$ cat src/adsr_pkg.sv
package adsr_pkg;

  localparam int TIME_BITS   = 32;
  localparam int LEVEL_BITS  = 16;
  localparam int DUR_BITS    = 24;
  localparam int CFG_BITS    = (DUR_BITS > LEVEL_BITS) ? DUR_BITS : LEVEL_BITS;
  localparam int CMP_BITS    = (TIME_BITS > DUR_BITS + 1) ? TIME_BITS : DUR_BITS + 1;
  localparam int PROD_BITS   = DUR_BITS + LEVEL_BITS;
  localparam int DIV_STEPS   = LEVEL_BITS;
  localparam int FLOOR_LEVEL = (2 ** LEVEL_BITS) / 100;

  typedef enum logic [2:0] {
    REG_ATTACK_LEVEL  = 3'd0,
    REG_ATTACK_TIME   = 3'd1,
    REG_DECAY_TIME    = 3'd2,
    REG_SUSTAIN_LEVEL = 3'd3,
    REG_RELEASE_TIME  = 3'd4
  } reg_index_t;

  typedef enum logic [1:0] {
    PH_ATTACK  = 2'd0,
    PH_DECAY   = 2'd1,
    PH_SUSTAIN = 2'd2,
    PH_RELEASE = 2'd3
  } phase_t;

  typedef struct packed {
    logic [TIME_BITS-1:0] current_time;
    logic [TIME_BITS-1:0] note_on_time;
    logic [TIME_BITS-1:0] note_off_time;
  } in_item_t;

  typedef struct packed {
    logic [LEVEL_BITS-1:0] envelope_level;
    phase_t                phase;
  } out_item_t;

  typedef struct packed {
    logic [LEVEL_BITS-1:0] attack_level;
    logic [DUR_BITS-1:0]   attack_time;
    logic [DUR_BITS-1:0]   decay_time;
    logic [LEVEL_BITS-1:0] sustain_level;
    logic [DUR_BITS-1:0]   release_time;
  } cfg_t;

  typedef struct packed {
    logic                  held_note;
    phase_t                ph;
    logic                  a_zero;
    logic                  neg;
    logic                  r_ge;
    logic [DUR_BITS-1:0]   r;
    logic [LEVEL_BITS-1:0] lvl;
  } side_t;

endpackage

$ cat src/adsr_div.sv
module adsr_div (
  input  logic                           clk,
  input  logic                           rst,
  input  logic                           en,
  input  logic                           in_valid,
  input  logic [adsr_pkg::PROD_BITS-1:0] num,
  input  logic [adsr_pkg::DUR_BITS-1:0]  den,
  input  adsr_pkg::side_t                side_in,
  output logic                           out_valid,
  output logic [adsr_pkg::LEVEL_BITS-1:0] quo,
  output adsr_pkg::side_t                side_out
);
  import adsr_pkg::*;

  logic                  v    [0:DIV_STEPS-1];
  logic [DUR_BITS-1:0]   rem  [0:DIV_STEPS-1];
  logic [LEVEL_BITS-1:0] low  [0:DIV_STEPS-1];
  logic [LEVEL_BITS-1:0] q    [0:DIV_STEPS-1];
  logic [DUR_BITS-1:0]   dv   [0:DIV_STEPS-1];
  side_t                 sd   [0:DIV_STEPS-1];

  genvar i;
  generate
    for (i = 0; i < DIV_STEPS; i++) begin : g_step
      logic                  cv;
      logic [DUR_BITS-1:0]   crem;
      logic [LEVEL_BITS-1:0] clow;
      logic [LEVEL_BITS-1:0] cq;
      logic [DUR_BITS-1:0]   cd;
      side_t                 cs;
      logic [DUR_BITS:0]     t;
      logic                  ge;

      if (i == 0) begin : g_first
        assign cv   = in_valid;
        assign crem = num[PROD_BITS-1:LEVEL_BITS];
        assign clow = num[LEVEL_BITS-1:0];
        assign cq   = '0;
        assign cd   = den;
        assign cs   = side_in;
      end else begin : g_next
        assign cv   = v[i-1];
        assign crem = rem[i-1];
        assign clow = low[i-1];
        assign cq   = q[i-1];
        assign cd   = dv[i-1];
        assign cs   = sd[i-1];
      end

      assign t  = {crem, clow[LEVEL_BITS-1]};
      assign ge = t >= {1'b0, cd};

      always_ff @(posedge clk) begin
        if (rst) begin
          v[i] <= 1'b0;
        end else if (en) begin
          v[i] <= cv;
        end
      end

      always_ff @(posedge clk) begin
        if (en) begin
          rem[i] <= ge ? DUR_BITS'(t - {1'b0, cd}) : t[DUR_BITS-1:0];
          low[i] <= {clow[LEVEL_BITS-2:0], 1'b0};
          q[i]   <= {cq[LEVEL_BITS-2:0], ge};
          dv[i]  <= cd;
          sd[i]  <= cs;
        end
      end
    end
  endgenerate

  assign out_valid = v[DIV_STEPS-1];
  assign quo       = q[DIV_STEPS-1];
  assign side_out  = sd[DIV_STEPS-1];

endmodule

$ cat config.mk
export PLATFORM = sky130hd
export DESIGN_NAME = adsr_div
export DESIGN_NICKNAME = d
export VERILOG_FILES = /design/src/adsr_pkg.sv /design/src/adsr_div.sv
export SDC_FILE = /design/constraint.sdc
export NUM_CORES = 2
export LEC_CHECK = 0
export ABC_AREA = 1
export BUFFER_PORTS_ARGS = -buffer_cell sky130_fd_sc_hd__buf_2
export CAP_MARGIN = 20
export CORE_MARGIN = 8
export CORE_UTILIZATION = 48
export DETAILED_ROUTE_END_ITERATION = 10
export PLACE_DENSITY = 0.61
export SETUP_SLACK_MARGIN = 0.05
export SYNTH_ARGS = -nofsm -noshare
export SYNTH_HDL_FRONTEND = slang
export SYNTH_SLANG_ARGS = --single-unit
$ cat constraint.sdc
create_clock -name clk -period 2.8 [get_ports clk]
set_input_delay 0.42 -clock clk [delete_from_list [all_inputs] [get_ports clk]]
set_output_delay 0.42 -clock clk [all_outputs]
set_load 0.01 [all_outputs]
# After elaboration in Yosys (flattened, before gate mapping)
# Memory sizes are Yosys's and may differ from the RTL's.
# Cells that the tools add are included.
# op_classes
bitwise_logic	16
n_lt_le_gt_ge	16
n_mux	38
n_addsub	16
# op_table
operator	count
25-bit by 24-bit >= comparator with 1-bit output	16
24-bit 2-to-1 mux	16
24-bit subtractor	16
1-bit 2-to-1 mux	22
1-bit OR	16
# totals
reg_bits	0
elab_cells	92
mem_count	6
mem_bits_rw	2016
# memory_table
name	depth	word_bits	read_ports	rd_clocked_by_memory_dff	wr	line	text
sd	16	46	16	0	16	adsr_div.sv:20	side_t sd [0:DIV_STEPS-1];
dv	16	24	15	0	16	adsr_div.sv:19	logic [DUR_BITS-1:0] dv [0:DIV_STEPS-1];
rem	16	24	15	0	16	adsr_div.sv:16	logic [DUR_BITS-1:0] rem [0:DIV_STEPS-1];
q	16	16	16	0	16	adsr_div.sv:18	logic [LEVEL_BITS-1:0] q [0:DIV_STEPS-1];
low	16	15	15	0	16	adsr_div.sv:17	logic [LEVEL_BITS-1:0] low [0:DIV_STEPS-1];
v	16	1	16	0	16	adsr_div.sv:15	logic v [0:DIV_STEPS-1];

# Logic depth before layout (Yosys ltp)
# depth
depth_word	4
ltp_mapped	15
ltp_nobuf	14

# Worst setup path before layout
# OpenSTA, ideal clock, no wires.
# synth_timing
path_type	input to register
from	input port den[12] (netlist name)
to	memory rem[0][20], data pin
cell_stages	13
setup_ns	0.253
slack_ns	0.793
t_required_ns	2.547
t_arrival_ns	1.754
path_buffers	1
cell_sequence	inv_1 > ha_1 > nand2_1 > inv_2 > nand2_1 > nand2_1 > nand2_1 > nand2_1 > a21oi_4 > nand3_4 > buf_6 > nand2_1 > nand2_1
# synth_lines
element	line	text
from (decl)	adsr_div.sv:7	input logic [adsr_pkg::DUR_BITS-1:0] den,
to (decl)	adsr_div.sv:16	

==> results.toml <==
[detailed_routing]
final_antenna_net_count = 0
vias = 61700
wire_per_inst_um = 18.7
drc = 0
drtIter0Drc = 5590
wl_um = 228000
first_pass_iters = 6
vias_per_cell = 5.04

[yosys]
ys_seq_area_share_pct = 59.3
ys.flop_type = "edfxtp_1"
synthCells = 9142
synth_top_family_by_area = "simple AND/OR/NAND/NOR gates"
synth-seq-cells = 1728
synth_nets = 9655
ys.warnings.count = 0
synth_cell_type_count = 38
synthSimpleGateAreaFrac_pct = 23.3
yosys.area.top_type = "edfxtp_1"
synth_compound_area_share_pct = 1.43
synthXorXnorAreaFrac_pct = 1.53
synthMuxAreaShare_pct = 0
synth-edff-count = 1728
async_flop_share_pct = 0
postSynthAreaPerCell_um2 = 9.57
synthAdderAreaFrac_pct = 5.83
synth_top_area_share_pct = 59.3
synth_area_um2 = 87500
netlist_top_cells_area = "edfxtp_1, nand2_1, inv_1"

[floorplan]
initial_core_util_pct = 48.4
rows = 156
die_h_um = 443
dieArea_um2 = 196000
die_w_um = 443
coreArea_um2 = 181000
io_pins = 177

[min_path]
hp-start = "num[25]"
hold_end = "rem[0][10]"
min_path_cells = 3
min_path_type = "primary input to flip-flop"

[power_and_ir_drop]
total_power_mw = 98.7
power_density_nw_per_um2 = 984
ir_worst_vdd_mv = 0.710
p_leak_nw = 47.1

[layout]
area_delta_synth_final_pct = 14.6
final_cell_mix = "nand2_1, inv_1, edfxtp_1, nand4_1, nor2_1"
drive_above_1_share_pct = 8.48
fin_nets = 10200
finish.instance_area_um2 = 100000
fin_cells = 12200
final_common_cell = "nand2_1"

[critical_path]
crit_type = "flip-flop to flip-flop"
arrival_ns = 3.27
cp.required_ns = 3.37
rr_endpoint = "rem[0][102]"
r2r_slack_ns = 0.11
critPathCaptureType = "flip-flop"
start_kind = "flip-flop"
r2r_cells = 9
reg2reg_from = "rem[0][86]"
cp_max_fo = 22

[sta]
rsz0062_at_grt = "true"
tns_ns = 0
setup_viol_count_final = 0
hold_viol = 0
maxSlewHeadroom_pct = 43.0
fmax_mhz = 372
clock_skew_ns = 0.0481
fin_crit_sh_pct = 96.1
period_minus_slack_ns = 2.69
worst_pin_slew_ns = 0.855
slew_viol_final = 0

[clock_tree]
cts.sinks = 1728
clk_latency_ns = 0.83
cts-htree-levels = 4
cts_tree = "yes"
ctsLongestPathBuffers = 3
cts_made_buffers = 184
cts-root-buf = "clkbuf_16"
clkTransAtPathRegs_ns = 0.06

[global_routing]
gr-total-overflow = 0
grt_pass1_vias = 59000
grt_pass1_wl_um = 348000
grt_max_degree = 86
grt_use_total_pct = 22.7
grt_antenna_before_repair = 10

[placement]
dpl-instance-area_um2 = 92700
port_buffers = 176
place_inst = 11800
place.gp.congestion = 0.938
dp_hpwl_um = 178000

[flow_run]
drv_cap = 0

[status]
status = "completed"
-- critical path, cell delays in order, from the launching register on --
cell      delay [ns]
edfxtp_1        0.45
ha_1            0.42
nand2_1         0.12
nor2_1          0.21
nand2_1         0.14
nor3_4          0.24
nand3_2         0.27
buf_4           0.33
nand4_1         0.13
nand2_1         0.12
-- synthesized netlist by cell type, types with 25 or more instances --
cell	count
edfxtp_1	1728
nand4_1	455
a21oi_1	164
xor2_1	133
buf_2	61
ha_1	384
nor2_2	34
inv_1	1769
buf_6	27
clkbuf_1	25
nand3_1	381
nor2_1	429
nand2_1	3291
nor3_1	27
-- per-stage QoR --
| stage | setup WS, ns | utilization (%) | hold slack, ns |
|---|---|---|---|
| 6_report | 0.109 | 55.4 | 0.0823 |
| 5_1_grt | 0.0405 | 55.4 | 0.0318 |
| 4_1_cts | 0.0777 | 55.4 | 0.0119 |
| 3_5_place_dp | 0.0374 | 51.3 | 0.405 |
| 3_3_place_gp | 0.0167 | 51.3 | 0.400 |
| 2_1_floorplan | 0.793 | - | 0.400 |
-- flip-flops by register name (all words and copies together) (netlist names) --
register	cells
rem	360
low	120
dv	360
sd	736
q	136
v	16
-- worst max-delay path by stage --
stage / startpoint / endpoint / slack, ns / cells after the start
2_1_floorplan: den[12] / rem[0][20] / 0.79 / 13
3_3_place_gp: rem[0][88] / rem[0][116] / 0.02 / 9
4_1_cts: rem[0][19] / rem[0][24] / 0.08 / 12
3_5_place_dp: dv[0][0] / rem[0][40] / 0.04 / 10
5_1_grt: rem[0][125] / rem[0][165] / 0.04 / 11
6_report: rem[0][86] / rem[0][102] / 0.11 / 9
-- repair_timing --
| action | 4_1_cts | 5_1_grt |
|---|---|---|
| resized for setup | 1 | 5 |
| hold endpoints to repair | 125 | 0 |
| pin swaps | 1 | 4 |
| hold buffers | 109 | 0 |
| buffers inserted | 0 | 4 |
| gates cloned | 1 | 3 |
| setup endpoints to repair | 2 | 51 |
-- area by class of cell --
type | instances | area (um^2)
Antenna cell | 1 | 2.50
Inverter | 1793 | 6730
Clock inverter | 134 | 1660
Multi-Input combinational cell | 5503 | 28200
Tap cell | 2370 | 2970
Fill cell | 16100 | 80600
Sequential cell | 1728 | 51900
Timing Repair Buffer | 495 | 4150
Clock buffer | 210 | 4720
-- per-layer routing --
metal	global-route usage [%]	vias to the layer above	routed length (um)
met5	0	-	13
met4	5.49	2	5380
met1	33.3	28800	108000
met3	3.41	334	13500
li1	-	30800	-
met2	35.6	1789	101000
-- kinds of logic (layout without fill, tap and decap cells) --
family,count (synthesis),after routing
flip-flops,1728,1728
adder cells (fa/ha/maj),399,399
buffers and inverters,1915,2632
AND/OR/NAND/NOR,4740,4743
other,0,1
AO/OA/AOI/OAI,207,208
XOR/XNOR,153,153
-- power breakdown --
group | total (mW) | internal (mW) | switching, mW
clock | 25.1 | 14.5 | 10.6
combinational | 36.6 | 12.2 | 24.4
sequential | 37.0 | 34.1 | 2.95
total | 98.7 | 60.8 | 38.0
Power figures use the tool's default switching activity.
