$ cat config.mk
export PLATFORM = sky130hd
export DESIGN_NAME = adsr_back
export DESIGN_NICKNAME = d
export VERILOG_FILES = /design/src/adsr_pkg.sv /design/src/adsr_back.sv
export SDC_FILE = /design/constraint.sdc
export NUM_CORES = 1
export LEC_CHECK = 0
export ABC_AREA = 1
export ABC_CLOCK_PERIOD_IN_PS = 7600
export BUFFER_PORTS_ARGS = -buffer_cell sky130_fd_sc_hd__buf_4
export CAP_MARGIN = 10
export CELL_PAD_IN_SITES_DETAIL_PLACEMENT = 1
export CELL_PAD_IN_SITES_GLOBAL_PLACEMENT = 1
export CORE_MARGIN = 4
export CORE_UTILIZATION = 45
export DETAILED_ROUTE_END_ITERATION = 8
export PLACE_DENSITY_LB_ADDON = 0.1
export SYNTH_ARGS = -nofsm -noshare
export SYNTH_HDL_FRONTEND = slang
export SYNTH_SLANG_ARGS = --single-unit
$ cat constraint.sdc
create_clock -name clk -period 7.6 [get_ports clk]
set_input_delay 0 -clock clk [delete_from_list [all_inputs] [get_ports clk]]
set_output_delay 0 -clock clk [all_outputs]
set_load 0.03 [all_outputs]
$ cat src/adsr_pkg.sv
package adsr_pkg;

  localparam int TIME_BITS   = 32;
  localparam int LEVEL_BITS  = 16;
  localparam int DUR_BITS    = 24;
  localparam int CFG_BITS    = (DUR_BITS > LEVEL_BITS) ? DUR_BITS : LEVEL_BITS;
  localparam int CMP_BITS    = (TIME_BITS > DUR_BITS + 1) ? TIME_BITS : DUR_BITS + 1;
  localparam int PROD_BITS   = DUR_BITS + LEVEL_BITS;
  localparam int DIV_STEPS   = LEVEL_BITS;
  localparam int FLOOR_LEVEL = (2 ** LEVEL_BITS) / 100;

  typedef enum logic [2:0] {
    REG_ATTACK_LEVEL  = 3'd0,
    REG_ATTACK_TIME   = 3'd1,
    REG_DECAY_TIME    = 3'd2,
    REG_SUSTAIN_LEVEL = 3'd3,
    REG_RELEASE_TIME  = 3'd4
  } reg_index_t;

  typedef enum logic [1:0] {
    PH_ATTACK  = 2'd0,
    PH_DECAY   = 2'd1,
    PH_SUSTAIN = 2'd2,
    PH_RELEASE = 2'd3
  } phase_t;

  typedef struct packed {
    logic [TIME_BITS-1:0] current_time;
    logic [TIME_BITS-1:0] note_on_time;
    logic [TIME_BITS-1:0] note_off_time;
  } in_item_t;

  typedef struct packed {
    logic [LEVEL_BITS-1:0] envelope_level;
    phase_t                phase;
  } out_item_t;

  typedef struct packed {
    logic [LEVEL_BITS-1:0] attack_level;
    logic [DUR_BITS-1:0]   attack_time;
    logic [DUR_BITS-1:0]   decay_time;
    logic [LEVEL_BITS-1:0] sustain_level;
    logic [DUR_BITS-1:0]   release_time;
  } cfg_t;

  typedef struct packed {
    logic                  held_note;
    phase_t                ph;
    logic                  a_zero;
    logic                  neg;
    logic                  r_ge;
    logic [DUR_BITS-1:0]   r;
    logic [LEVEL_BITS-1:0] lvl;
  } side_t;

endpackage

$ cat src/adsr_back.sv
module adsr_back (
  input  logic                            clk,
  input  logic                            rst,
  input  logic                            en,
  input  adsr_pkg::cfg_t                  cfg,
  input  logic                            in_valid,
  input  logic [adsr_pkg::LEVEL_BITS-1:0] quo,
  input  adsr_pkg::side_t                 side_in,
  output logic                            out_valid,
  output logic [adsr_pkg::PROD_BITS-1:0]  num,
  output logic [adsr_pkg::DUR_BITS-1:0]   den,
  output adsr_pkg::side_t                 side_out
);
  import adsr_pkg::*;

  logic                  d_valid;
  side_t                 d_side;
  side_t                 d_side_next;
  logic [LEVEL_BITS-1:0] lvl;

  // stage D: held level
  always_comb begin
    unique case (side_in.ph)
      PH_ATTACK:  lvl = side_in.a_zero ? cfg.attack_level : quo;
      PH_DECAY:   lvl = side_in.neg ? cfg.attack_level - quo : cfg.attack_level + quo;
      PH_SUSTAIN: lvl = cfg.sustain_level;
      default:    lvl = cfg.sustain_level;
    endcase
  end

  always_comb begin
    d_side_next     = side_in;
    d_side_next.lvl = lvl;
  end

  always_ff @(posedge clk) begin
    if (rst) begin
      d_valid <= 1'b0;
    end else if (en) begin
      d_valid <= in_valid;
    end
  end

  always_ff @(posedge clk) begin
    if (en) begin
      d_side <= d_side_next;
    end
  end

  // stage E: release product
  always_ff @(posedge clk) begin
    if (rst) begin
      out_valid <= 1'b0;
    end else if (en) begin
      out_valid <= d_valid;
    end
  end

  always_ff @(posedge clk) begin
    if (en) begin
      num      <= PROD_BITS'(d_side.r) * PROD_BITS'(d_side.lvl);
      den      <= cfg.release_time;
      side_out <= d_side;
    end
  end

endmodule

# [Word-level counts from Yosys, hierarchy flattened]
# Cells that the tools add are included.
[word_totals] ff_bits=158 inputBits=170 elab_cells=26
[op_classes] n_addsub=2 mul=1 eq_ne=1 n_mux=3 reduce_logical=1
[ops] cell="multiplier 24 x 16 -> 40 bit" n=1
[ops] cell="two-way mux 16 bit" n=2
[ops] cell="one-hot mux 16 bit (2 select lines)" n=1
[ops] cell="adder 16 bit" n=1
[ops] cell="subtractor 16 bit" n=1
[ops] cell="== test 2 x 1 -> 1 bit, second input constant" n=1
[ops] cell="logical NOT 2 bit" n=1

# [Logic depth before layout (Yosys ltp)]
[depth] ltp_word=3 depth_mapped=28

# [Worst setup path after synthesis]
# Ideal clock, no wire load.
[synth_timing] path_kind="register to register" startpoint="reg d_side[29] (netlist bit)" endpoint="reg num[27] (netlist bit) (data pin)" arrival_ns=5.214 required_ns=7.348 slack_ns=2.134 stages_incl_launch_ff=26 period_less_slack_ns=5.466 path_cell_list="edfxtp_1 -> clkbuf_1 -> clkbuf_1 -> nand2_1 -> fa_1 -> inv_1 -> fa_1 -> inv_1 -> fa_1 -> inv_1 -> fa_1 -> fa_1 -> inv_1 -> fa_1 -> inv_1 -> ha_1 -> nand2_2 -> inv_1 -> a21oi_1 -> nor2_1 -> nor2_1 -> nand2_1 -> nand2_1 -> nand2_1 -> nand2_1 -> nand2_1"
[synth_between] elab_chain_cells=1
[synth_lines] item="start: declaration" line="adsr_back.sv:17" source="side_t d_side;"
[synth_lines] item="start signal: assignment" line="adsr_back.sv:46" source="d_side <= d_side_next;"
[synth_lines] item="multiplier 24 x 16 -> 40 bit" line="adsr_back.sv:61" source="num <= PROD_BITS'(d_side.r) * PROD_BITS'(d_side.lvl);"
[synth_lines] item="end signal: assignment" line="adsr_back.sv:61"
[synth_lines] item="end: declaration" line="adsr_back.sv:10" source="output logic [adsr_pkg::PROD_BITS-1:0] num,"
# Every way passes these cells.
# A chain may end at the register's enable or synchronous reset.

# [Final worst setup path]
[layout_timing] startpoint="reg d_side[1] (netlist bit)" endpoint="reg num[38] (netlist bit) (data pin)"
# The elaborated chain is that of the path after synthesis.

==> impl.org <==
** Outcome
- The flow ran to the end, and the final reports show no timing, DRC or antenna violations.

** CTS
- The tree built by TritonCTS fans out to 158 sinks.
- TritonCTS clock tree :: built
- Number of H-tree branching levels :: 4
- Cts bufs inserted :: 17
- The longest clock path from root to sink contains 2 buffers.
- The clock reaches the later pin of the worst-skew pair after 0.48 ns.
- In this run, post-CTS repair resized a total of 0 instances.
- Worst-path clk slew :: 0.08 ns
- Total of hold buffers inserted after clock tree synthesis :: 92
- The root buffer cell chosen for the clock tree is sky130_fd_sc_hd__clkbuf_16.
- Postcts setup bufs :: 0

** Timing
- Minimum clock period after layout :: 6.46 ns
- Setup total negative slack :: 0 ns
- Timing would allow up to 155 MHz.
- Transition time at the pin with the least slew margin :: 1.06 ns
- The max-slew violation total from the final report is 0.
- Worst Skew :: 0.0254 ns
- Setup violations remaining at the end of the flow were counted as 0.
- In the finished design, the share of the clock period the worst path needs comes to 85.1%.
- The final number of hold-violating endpoints was 0.
- Worst-case headroom to the max-slew limit :: 29.3%
- Setup repair after global routing left no endpoint under its margin.

** Drt
- Detail Route Antenna Nets :: 0
- Residual DRC count :: 0
- Routed wire length :: 61.3 mm
- Via count :: 16400
- In the final routed layout, each cell accounts on average for 18.8 um.
- First-pass iteration count of the detailed router :: 5
- In the routed layout, each cell is associated on average with a via count of 5.02.
- First DRT Iteration DRCs :: 806

** Placed design
- DP Wirelength :: 46.3 mm
- Port Buf Inserts :: 216
- Routability congestion estimate :: 0.879
- Number of instances in the placed design :: 3137
- Once placement finished, the instance area stood at 22100 um2.

** Synthesis
- Synthesis inferred 158 register bits.
- During synthesis, Yosys emitted a total of 0 warnings.
- Register area share after synthesis :: 23.7%
- Syn Area/Cell :: 8.27 um2
- Counting distinct cell types in the post-synthesis netlist gives 37.
- Cells after synthesis :: 2406
- Mapped cell area :: 19900 um2
- Syn nets :: 3011

** Global routing
- Number of global-route vias before repair :: 18600
- Largest net degree at the start of global routing :: 84
- The initial antenna violation count is 0.
- Wire length of the first global-routing pass :: 98.7 mm
- Global routing finished with a remaining overflow of 0.
- Overall routing resource usage :: 26.9%

** Floorplan
- 281 I/O pins were placed.
- Rows :: 76
- Effective utilization at floorplan :: 45.9%
- Die extent in y :: 218 um
- In this run the standard cell core region covers 43400 um2.
- The die covers 47700 um2.
- Horizontal extent of the die :: 218 um

** Cells and area
- Final design instance area without fill :: 23600 um2
- The repair_antennas step left the layout with diodes totalling 0.
- Leaving out filler cells and counting taps, the final layout contains 3261.
- Area growth syn-to-layout :: 18.5%
- The post-route netlist has 12.1% of its cells at a drive strength greater than 1.
- Final #Nets :: 3268

** Critical path
- Highest fanout seen on the critical path :: 16
- The worst setup path is captured at a flop.
- The worst setup path is launched from a flop.
- Data on the critical path arrives at its endpoint at 6.69 ns.
- Req. time, crit path :: 7.83 ns
- The critical path is of the reg2reg type.

** Min path
- The worst hold path belongs to the class in2reg.

** Job
- Max-cap violation count :: 0
-- critical path, cell delays in order, from the launching register on --
cell and delay (ns):
sky130_fd_sc_hd__edfxtp_1 1.00, sky130_fd_sc_hd__buf_4 0.36, sky130_fd_sc_hd__nand2_1 0.12, sky130_fd_sc_hd__fa_1 0.55
sky130_fd_sc_hd__fa_1 0.48, sky130_fd_sc_hd__fa_1 0.56, sky130_fd_sc_hd__inv_1 0.06, sky130_fd_sc_hd__fa_1 0.51
sky130_fd_sc_hd__fa_1 0.50, sky130_fd_sc_hd__inv_1 0.05, sky130_fd_sc_hd__fa_1 0.51, sky130_fd_sc_hd__inv_1 0.05
sky130_fd_sc_hd__ha_1 0.34, sky130_fd_sc_hd__nand2_1 0.09, sky130_fd_sc_hd__inv_1 0.06, sky130_fd_sc_hd__nand2_1 0.06
sky130_fd_sc_hd__nand2_1 0.09, sky130_fd_sc_hd__a21oi_1 0.31, sky130_fd_sc_hd__nand2_1 0.09, sky130_fd_sc_hd__nand2_1 0.16
sky130_fd_sc_hd__nand3_1 0.10, sky130_fd_sc_hd__nand2_1 0.07, sky130_fd_sc_hd__nand2_1 0.06
-- registers in the layout, indices dropped and copies added (netlist names) --
register / cells
d_valid: 1
side_out: 46
den: 24
num: 40
out_valid: 1
d_side: 46
-- final cells by class --
cell class,count,area (um2)
flip-flops and latches,158,4720
fillers,5254,19800
multi-input cells,1496,12400
inverters,664,2490
well taps,585,732
clock inverters,15,185
repair buffers,326,2680
clock buffers,17,425
-- metal layers --
metal	up-vias	wire, um	global-route usage, %
li1	7516	-	-
met1	8326	23900	31.7
met2	423	32700	50.6
met3	100	2790	3.49
met4	0	1840	8.55
met5	-	0	0
-- path summary, 6_finish.rpt --
check                           startpoint           end  slack (ns)  cells after the start
worst max-delay path             d_side[1]       num[38]        1.14                     22
worst min-delay path               quo[13]    d_side[13]        0.06                      5
worst max register to register   d_side[1]       num[38]        1.14                     22
worst min register to register  d_side[43]  side_out[43]        0.41                      0
-- cells in the final DEF, fill, tap and decap left out, types with 2 or more instances in the layout --
cell and count:
sky130_fd_sc_hd__a21oi_1 62, sky130_fd_sc_hd__a21oi_2 5, sky130_fd_sc_hd__and2_1 2, sky130_fd_sc_hd__buf_4 233
sky130_fd_sc_hd__clkbuf_16 17, sky130_fd_sc_hd__clkinv_8 5, sky130_fd_sc_hd__dfxtp_1 2, sky130_fd_sc_hd__dlygate4sd3_1 92
sky130_fd_sc_hd__edfxtp_1 156, sky130_fd_sc_hd__fa_1 307, sky130_fd_sc_hd__ha_1 128, sky130_fd_sc_hd__inv_1 651
sky130_fd_sc_hd__inv_2 12, sky130_fd_sc_hd__inv_6 3, sky130_fd_sc_hd__inv_8 4, sky130_fd_sc_hd__nand2_1 719
sky130_fd_sc_hd__nand2_2 17, sky130_fd_sc_hd__nand3_1 60, sky130_fd_sc_hd__nand3_2 5, sky130_fd_sc_hd__nand4_1 10
sky130_fd_sc_hd__nor2_1 80, sky130_fd_sc_hd__nor2_2 9, sky130_fd_sc_hd__nor3_1 9, sky130_fd_sc_hd__o21a_1 2
sky130_fd_sc_hd__o21ai_0 24, sky130_fd_sc_hd__o21bai_1 7, sky130_fd_sc_hd__or2_2 5, sky130_fd_sc_hd__xnor2_1 6
sky130_fd_sc_hd__xor2_1 28
-- cell usage after synthesis, drive strengths merged --
cell type	number	area share, %
nand2	737	14
inv	663	13
fa	307	31
edfxtp	156	24
ha	128	8.0
nor2	90	1.8
clkbuf	84	1.6
a21oi	67	1.8
nand3	65	1.8
xor2	28	1.2
o21ai	25	0.63
nand4	10	0.31
nor3	10	0.31
o21bai	7	0.26
xnor2	6	0.26
or2	5	0.16
buf	4	0.10
and2	2	0.063
dfxtp	2	0.20
o21a	2	0.075
a21o	1	0.038
a22oi	1	0.038
a31oi	1	0.031
clkinv	1	0.019
nand3b	1	0.038
nor4	1	0.063
o211ai	1	0.038
o221ai	1	0.044
-- cells by family (layout without fill, tap and decap cells) --
kind of cell,count (synthesis),after routing,synth area share [%]
fa+ha+maj,435,435,38.9
xor+xnor,34,34,1.50
flops,158,158,23.7
compound gates,106,106,2.94
simple gates,921,921,18.7
buf+inv,752,1022,14.2
-- stage by stage --
stage	worst slack (ns)	hold WS [ns]	utilization, %
floorplan	2.13	0.0691	-
global placement	1.33	0.166	50.9
detailed placement	1.18	0.176	50.9
CTS	1.16	0.0145	54.4
global route	0.783	0.0526	54.4
finish	1.14	0.0585	54.4
Power is not shown: default switching activity piles up to over one toggle a cycle in this logic, so the estimate is an artifact.
