`src/adsr_pkg.sv`:
```
package adsr_pkg;

  localparam int TIME_BITS   = 32;
  localparam int LEVEL_BITS  = 16;
  localparam int DUR_BITS    = 24;
  localparam int CFG_BITS    = (DUR_BITS > LEVEL_BITS) ? DUR_BITS : LEVEL_BITS;
  localparam int CMP_BITS    = (TIME_BITS > DUR_BITS + 1) ? TIME_BITS : DUR_BITS + 1;
  localparam int PROD_BITS   = DUR_BITS + LEVEL_BITS;
  localparam int DIV_STEPS   = LEVEL_BITS;
  localparam int FLOOR_LEVEL = (2 ** LEVEL_BITS) / 100;

  typedef enum logic [2:0] {
    REG_ATTACK_LEVEL  = 3'd0,
    REG_ATTACK_TIME   = 3'd1,
    REG_DECAY_TIME    = 3'd2,
    REG_SUSTAIN_LEVEL = 3'd3,
    REG_RELEASE_TIME  = 3'd4
  } reg_index_t;

  typedef enum logic [1:0] {
    PH_ATTACK  = 2'd0,
    PH_DECAY   = 2'd1,
    PH_SUSTAIN = 2'd2,
    PH_RELEASE = 2'd3
  } phase_t;

  typedef struct packed {
    logic [TIME_BITS-1:0] current_time;
    logic [TIME_BITS-1:0] note_on_time;
    logic [TIME_BITS-1:0] note_off_time;
  } in_item_t;

  typedef struct packed {
    logic [LEVEL_BITS-1:0] envelope_level;
    phase_t                phase;
  } out_item_t;

  typedef struct packed {
    logic [LEVEL_BITS-1:0] attack_level;
    logic [DUR_BITS-1:0]   attack_time;
    logic [DUR_BITS-1:0]   decay_time;
    logic [LEVEL_BITS-1:0] sustain_level;
    logic [DUR_BITS-1:0]   release_time;
  } cfg_t;

  typedef struct packed {
    logic                  held_note;
    phase_t                ph;
    logic                  a_zero;
    logic                  neg;
    logic                  r_ge;
    logic [DUR_BITS-1:0]   r;
    logic [LEVEL_BITS-1:0] lvl;
  } side_t;

endpackage

```
`src/adsr_front.sv`:
```
module adsr_front (
  input  logic                           clk,
  input  logic                           rst,
  input  logic                           en,
  input  adsr_pkg::cfg_t                 cfg,
  input  logic                           in_valid,
  input  adsr_pkg::in_item_t             in_item,
  output logic                           out_valid,
  output logic [adsr_pkg::PROD_BITS-1:0] num,
  output logic [adsr_pkg::DUR_BITS-1:0]  den,
  output adsr_pkg::side_t                side
);
  import adsr_pkg::*;

  logic                 a_valid;
  logic [TIME_BITS-1:0] a_life;
  logic [TIME_BITS-1:0] a_r;
  logic                 a_held;

  logic                 b_valid;
  logic                 b_held;
  phase_t               b_ph;
  logic                 b_a_zero;
  logic                 b_r_ge;
  logic [DUR_BITS-1:0]  b_x;
  logic [DUR_BITS-1:0]  b_r;

  logic [CMP_BITS-1:0]  life_w, r_w, a_w, ad_w, rt_w;
  phase_t               ph_next;
  logic [LEVEL_BITS-1:0] mag;
  logic                 neg;

  // stage A: elapsed times
  always_ff @(posedge clk) begin
    if (rst) begin
      a_valid <= 1'b0;
    end else if (en) begin
      a_valid <= in_valid;
    end
  end

  always_ff @(posedge clk) begin
    if (en) begin
      a_held <= in_item.note_on_time > in_item.note_off_time;
      if (in_item.note_on_time > in_item.note_off_time) begin
        a_life <= (in_item.current_time > in_item.note_on_time) ?
                  in_item.current_time - in_item.note_on_time : '0;
      end else begin
        a_life <= in_item.note_off_time - in_item.note_on_time;
      end
      a_r <= (in_item.current_time > in_item.note_off_time) ?
             in_item.current_time - in_item.note_off_time : '0;
    end
  end

  // stage B: phase select
  always_comb begin
    life_w = CMP_BITS'(a_life);
    r_w    = CMP_BITS'(a_r);
    a_w    = CMP_BITS'(cfg.attack_time);
    ad_w   = CMP_BITS'(cfg.attack_time) + CMP_BITS'(cfg.decay_time);
    rt_w   = CMP_BITS'(cfg.release_time);
    if (life_w <= a_w) begin
      ph_next = PH_ATTACK;
    end else if (life_w <= ad_w) begin
      ph_next = PH_DECAY;
    end else begin
      ph_next = PH_SUSTAIN;
    end
  end

  always_ff @(posedge clk) begin
    if (rst) begin
      b_valid <= 1'b0;
    end else if (en) begin
      b_valid <= a_valid;
    end
  end

  always_ff @(posedge clk) begin
    if (en) begin
      b_held   <= a_held;
      b_ph     <= ph_next;
      b_a_zero <= cfg.attack_time == '0;
      b_r_ge   <= r_w >= rt_w;
      b_r      <= a_r[DUR_BITS-1:0];
      b_x      <= (ph_next == PH_ATTACK) ? life_w[DUR_BITS-1:0] :
                  DUR_BITS'(life_w - a_w);
    end
  end

  // stage C: numerator product
  always_comb begin
    neg = cfg.sustain_level < cfg.attack_level;
    if (b_ph == PH_ATTACK) begin
      mag = cfg.attack_level;
    end else if (neg) begin
      mag = cfg.attack_level - cfg.sustain_level;
    end else begin
      mag = cfg.sustain_level - cfg.attack_level;
    end
  end

  always_ff @(posedge clk) begin
    if (rst) begin
      out_valid <= 1'b0;
    end else if (en) begin
      out_valid <= b_valid;
    end
  end

  always_ff @(posedge clk) begin
    if (en) begin
      num         <= PROD_BITS'(b_x) * PROD_BITS'(mag);
      den         <= (b_ph == PH_ATTACK) ? cfg.attack_time : cfg.decay_time;
      side.held_note <= b_held;
      side.ph     <= b_ph;
      side.a_zero <= b_a_zero;
      side.neg    <= neg;
      side.r_ge   <= b_r_ge;
      side.r      <= b_r;
      side.lvl    <= '0;
    end
  end

endmodule

```
`config.mk`:
```
export PLATFORM = sky130hd
export DESIGN_NAME = adsr_front
export DESIGN_NICKNAME = d
export VERILOG_FILES = /design/src/adsr_pkg.sv /design/src/adsr_front.sv
export SDC_FILE = /design/constraint.sdc
export NUM_CORES = 2
export LEC_CHECK = 0
export BUFFER_PORTS_ARGS = -buffer_cell sky130_fd_sc_hd__buf_2
export CORE_MARGIN = 4
export CORE_UTILIZATION = 56
export DETAILED_ROUTE_END_ITERATION = 16
export PLACE_DENSITY = 0.86
export RECOVER_POWER = 100
export SETUP_SLACK_MARGIN = 0.5
export SYNTH_ARGS = -nofsm -noshare
export SYNTH_HDL_FRONTEND = slang
export SYNTH_SLANG_ARGS = --single-unit
export TNS_END_PERCENT = 30
```
`constraint.sdc`:
```
create_clock -name clk -period 10.55 [get_ports clk]
set_clock_uncertainty 0.15 [all_clocks]
set_input_delay 2.11 -clock clk [delete_from_list [all_inputs] [get_ports clk]]
set_output_delay 2.11 -clock clk [all_outputs]
set_load 0.005 [all_outputs]
```
**Word level (Yosys, flattened, before mapping)**

Cells that the tools add are included.

- Register bits: 215
- Latch bits: 0
- Bits in writable memories: 0
- Bits in read-only memories: 0
- Bits of input ports: 204
- Output and inout bits: 111
- Logic and storage cells: 46
- Memories kept: 0

- Add/subtract/negate cells: 7
- $mul: 1
- Div/mod/pow operators: 0
- Order comparisons: 7
- Equality and inequality tests: 0
- Shifts and indexed selects: 0
- Mux-type cells: 8
- Bitwise gates (word level): 0
- Reduce and logical (&&, ||, !) cells: 3

Operators with widths:

| operator | number |
|---|---|
| > comparator 32 bit | 3 |
| subtractor 32 bit | 3 |
| two-way mux 32 bit | 2 |
| two-way mux 24 bit | 2 |
| multiplier 24 x 16 -> 40 bit | 1 |
| greater-or-equal comparator 32 x 24 -> 1 bit | 1 |
| less-or-equal comparator 32 x 24 -> 1 bit | 1 |
| less-or-equal comparator 32 x 25 -> 1 bit | 1 |
| two-way mux 16 bit | 2 |
| subtractor 16 bit | 2 |
| adder 24 x 24 -> 25 bit | 1 |
| zero test 24 bit | 1 |
| subtractor 24 bit | 1 |
| less-than comparator 16 bit | 1 |
| zero test 2 bit | 2 |
| two-way mux 2 bit | 2 |

**Logic depth before layout (Yosys ltp)**

- Word-level depth: 6
- Mapped depth: 40
- Mapped depth without buffers: 36

**Least setup slack after synthesis**

Ideal clock, no wire load.

- Kind: input to register
- Start point: input port cfg[24] in the netlist's numbering
- End point: register num[36] in the netlist's numbering, data pin
- Library setup time: 0.137 ns
- Data arrival time: 10.516 ns
- Required time: 10.263 ns
- Setup slack: -0.254 ns
- Cell stages on the path: 36
- Path buffers: 2
- Path through: inv_1 ha_1 inv_1 fa_1 a21o_1 and4_1 nor3_1 o31a_1 o21a_1 o21a_1 buf_6 mux2_2 xnor2_1 a21oi_1 clkbuf_1 nand2_1 fa_1 inv_1 fa_1 fa_1 fa_1 fa_1 inv_1 fa_1 inv_1 ha_1 a21o_1 a21o_1 o21bai_1 a221o_1 or3b_1 o211ai_2 o21ai_2 a21oi_2 or4b_1 nand4_1

- Longest elaborated chain between the ends: 4
- Elaborated cells on any way between the ends: 6
- Those cells by class: add/sub (2); mul (1); order compare (1); mux (2)

Ends and longest elaborated chain:

| what | RTL line | text |
|---|---|---|
| start, declared | adsr_front.sv:5 | `input adsr_pkg::cfg_t cfg,` |
| subtractor 16 bit, or another cell as far along | adsr_front.sv:100 | `mag = cfg.sustain_level - cfg.attack_level;` |
| two-way mux 16 bit (*) | adsr_front.sv:97 | `end else if (neg) begin` |
| two-way mux 16 bit (*) | adsr_front.sv:95 | `if (b_ph == PH_ATTACK) begin` |
| multiplier 24 x 16 -> 40 bit (*) | adsr_front.sv:114 | `num <= PROD_BITS'(b_x) * PROD_BITS'(mag);` |
| end signal, assigned | adsr_front.sv:114 |  |
| end, declared | adsr_front.sv:9 | `output logic [adsr_pkg::PROD_BITS-1:0] num,` |

Mark *: on every way between the ends. The rest lies on a longest branch, timed or not.
A chain may end at the register's enable or synchronous reset.

**Final worst setup path**

Same ends and word-level chain as after synthesis.

==> metrics.md <==
| Metric | Value |
|---|---|
| Post-DP HPWL | `67.4 mm` |
| Top-Level Pins | `315` |
| Final Slew Violations | `174` |
| Post-synth ARST share | `0` |
| Register area | `6430 um2` |
| Critical path buffers and inverters | `10` |
| Final Hold Fails | `0` |
| DR vias | `26000` |
| Worst-case clock buffer depth | `3` |
| Clock slew at reported path FFs | `0.06 ns` |
| Initial Util | `0.569` |
| Die area | `57400 um2` |
| Worst R2R Start | `b_ph[0]` |
| Post-Place Cells | `4319` |
| DR pass1 iterations | `7` |
| PortBufs | `298` |
| Worst Setup EP | `num[36]` |
| Multi-input gate area | `21400 um2` |
| Reg2reg end | `num[36]` |
| Synth Register Bits | `215` |
| RSZ-0062 raised after global routing | `yes` |
| Stages on worst setup path | `39` |
| Vias per cell | `5.87` |
| # rows | `84` |
| Inserted Clock Buffers | `26` |
| GP Congestion | `1.00` |
| Crit path launch | `cfg[24]` |
| GR Util met1 | `0.371` |
| Hold Slack | `0.260 ns` |
| Seq/Total Area, Yosys | `0.214` |
| Slew margin rel. | `-3.18` |
| Grt ovf | `0` |
| Synth Warn # | `0` |
| R2R Setup Slk | `2.50 ns` |
| Failing checks | `max-capacitance violations, max-slew violations` |
| Synth Flop Type | `edfxtp_1` |
| Pin count of the biggest net entering global routing | `113` |
| Total track usage | `0.290` |
| Critical Path Fanout Max | `4` |
| Core area | `52800 um2` |
| Clock tree root buffer cell | `clkbuf_16` |
| CTS tree | `built` |
| Initial antenna violation count | `21` |
| Setup CP Type | `in -> reg` |
| Setup crit start kind | `primary input` |
| Actual slew at the worst max-slew pin | `6.27 ns` |
| Placement Cell Area | `33200 um2` |
| Die height | `239 um` |
| Mean Syn Cell Area | `9.15 um2` |
| DR WL/cell | `19.2 um` |
| Hold buffers post-CTS | `0` |
| Final #Nets | `4549` |
| Cells after synthesis | `3281` |
| Fmax | `0.0967 GHz` |
| Worst min path class | `reg -> reg` |
| CP max-delay cell | `fa_1` |
| DRT iter0 DRCs | `2373` |
| Filler cell count | `4072` |
| Final Cell Area | `34600 um2` |
| Tmin final | `10.34 ns` |
| Die X | `239 um` |
| Antenna Nets Post-Route | `0` |
| Distinct cells, synth | `88` |
| Outcome | `finished, violations left` |
| GR Util met3 | `0.0586` |
| Clock latency on the worst-skew pair | `0.58 ns` |
| Post-synthesis cell area | `30000 um2` |
| CP endpoint kind | `register` |
| GR Util met2 | `0.482` |
| Routed WL | `84.7 mm` |
| First-pass GRT wire length | `134 mm` |
| EDFF count, synth | `212` |
| Final setup viols | `0` |
| CTS sink count | `215` |
| WP data arrival | `10.62 ns` |
| Share of cells above drive strength 1 | `0.152` |
| R2R depth | `27` |
| Max cap viols | `2` |
| # DRC | `0` |
| Finished Layout Cells | `4421` |
| Final clock period utilization by the worst path | `0.980` |
| Area growth syn-to-layout | `15.4%` |
| CP top delay family | `adder cells` |
| Worst EP required | `10.83 ns` |
| # H-tree levels | `1` |
| GRT Max-Usage Layer | `met2` |
| Crit path largest cell delay | `0.60 ns` |
| Most common cell on crit path | `fa_1` |
| Vias in the first global route | `26200` |
==> Yosys cell counts (52+ instances only) <==
library cell	number	share of area
nor2_1	129	0.016
a21oi_1	179	0.030
edfxtp_1	212	0.21
xnor2_1	102	0.030
a21o_1	103	0.026
o21ai_0	121	0.020
fa_1	313	0.21
xor2_1	52	0.015
nand2_1	345	0.043
clkbuf_1	68	0.0085
and2_1	175	0.036
inv_1	557	0.070
ha_1	336	0.14
==> placed cells by master, fill, tap and decap left out, types with 51 or more instances in the layout <==
cell type	netlist	final
inv_1	557	546
nor2_1	129	127
and2_1	175	167
xnor2_1	102	101
buf_4	18	153
a21o_1	103	103
ha_1	336	328
xor2_1	52	51
clkbuf_1	68	98
fa_1	313	301
nand2_1	345	337
buf_2	19	210
o21ai_0	121	117
edfxtp_1	212	212
a21oi_1	179	167
==> per-stage QoR <==
| stage | TNS, ns | utilization | worst slack, ns |
|---|---|---|---|
| after floorplan | 0 | - | 0.209 |
| after global placement | -2.75 | 0.630 | -0.424 |
| after detailed placement | -5.12 | 0.630 | -0.585 |
| after CTS | 0 | 0.652 | 0.298 |
| after global routing | -0.0383 | 0.656 | -0.0383 |
| final | 0 | 0.657 | 0.209 |
==> sequential cells by signal, indices dropped and copies added, names as in the netlist, 2 cells and up <==
| name | cells |
|---|---|
| b_x | 24 |
| side | 30 |
| a_life | 32 |
| b_ph | 2 |
| a_r | 32 |
| b_r | 24 |
| den | 24 |
| num | 40 |
==> cell type report <==
cell class	instances	share of cell area
multi-input combinational	2409	0.617
sequential	215	0.185
timing repair buffer	486	0.0851
inverter	558	0.0608
tap	688	0.0248
clock buffer	32	0.0200
clock inverter	14	0.00556
antenna	19	0.00137
==> kinds of logic after synthesis <==
family	after synthesis	share of synthesized area
muxes	42	0.0152
xor gates and xnor gates	154	0.0449
and+or+nand+nor	898	0.146
adders and majority gates	649	0.349
AOI/OAI and AO/OA	650	0.142
buffers and inverters	672	0.0884
other	1	0.000125
DFF	215	0.214
==> timing repair <==
action / 4_1_cts / 5_1_grt
gates resized for setup: 36 / 77
setup endpoints to repair: 13 / 18
pin swaps: 44 / 71
cloned: 0 / 1
buffers inserted: 19 / 17
==> routing by layer <==
layer	part of all wire	wire, um	vias to the layer above
met5	0.0012	103	-
met4	0.051	4290	12
met3	0.094	8000	333
met2	0.47	40200	1358
met1	0.38	32200	12500
li1	-	-	11800
==> worst min path at each step <==
stage            start  slack [ns]  endpoint  depth (start not counted)
3_5_place_dp    b_r[0]        0.25  side[16]                          0
3_3_place_gp    b_r[4]        0.25  side[20]                          0
6_report        b_r[5]        0.26  side[21]                          0
2_1_floorplan   a_held        0.25    b_held                          0
5_1_grt        b_r[14]        0.27  side[30]                          0
4_1_cts        b_r[14]        0.25  side[30]                          0
Power is left out: the tool's default activity adds up to more than one toggle a clock period on the data nets, which glitch-free logic cannot reach.
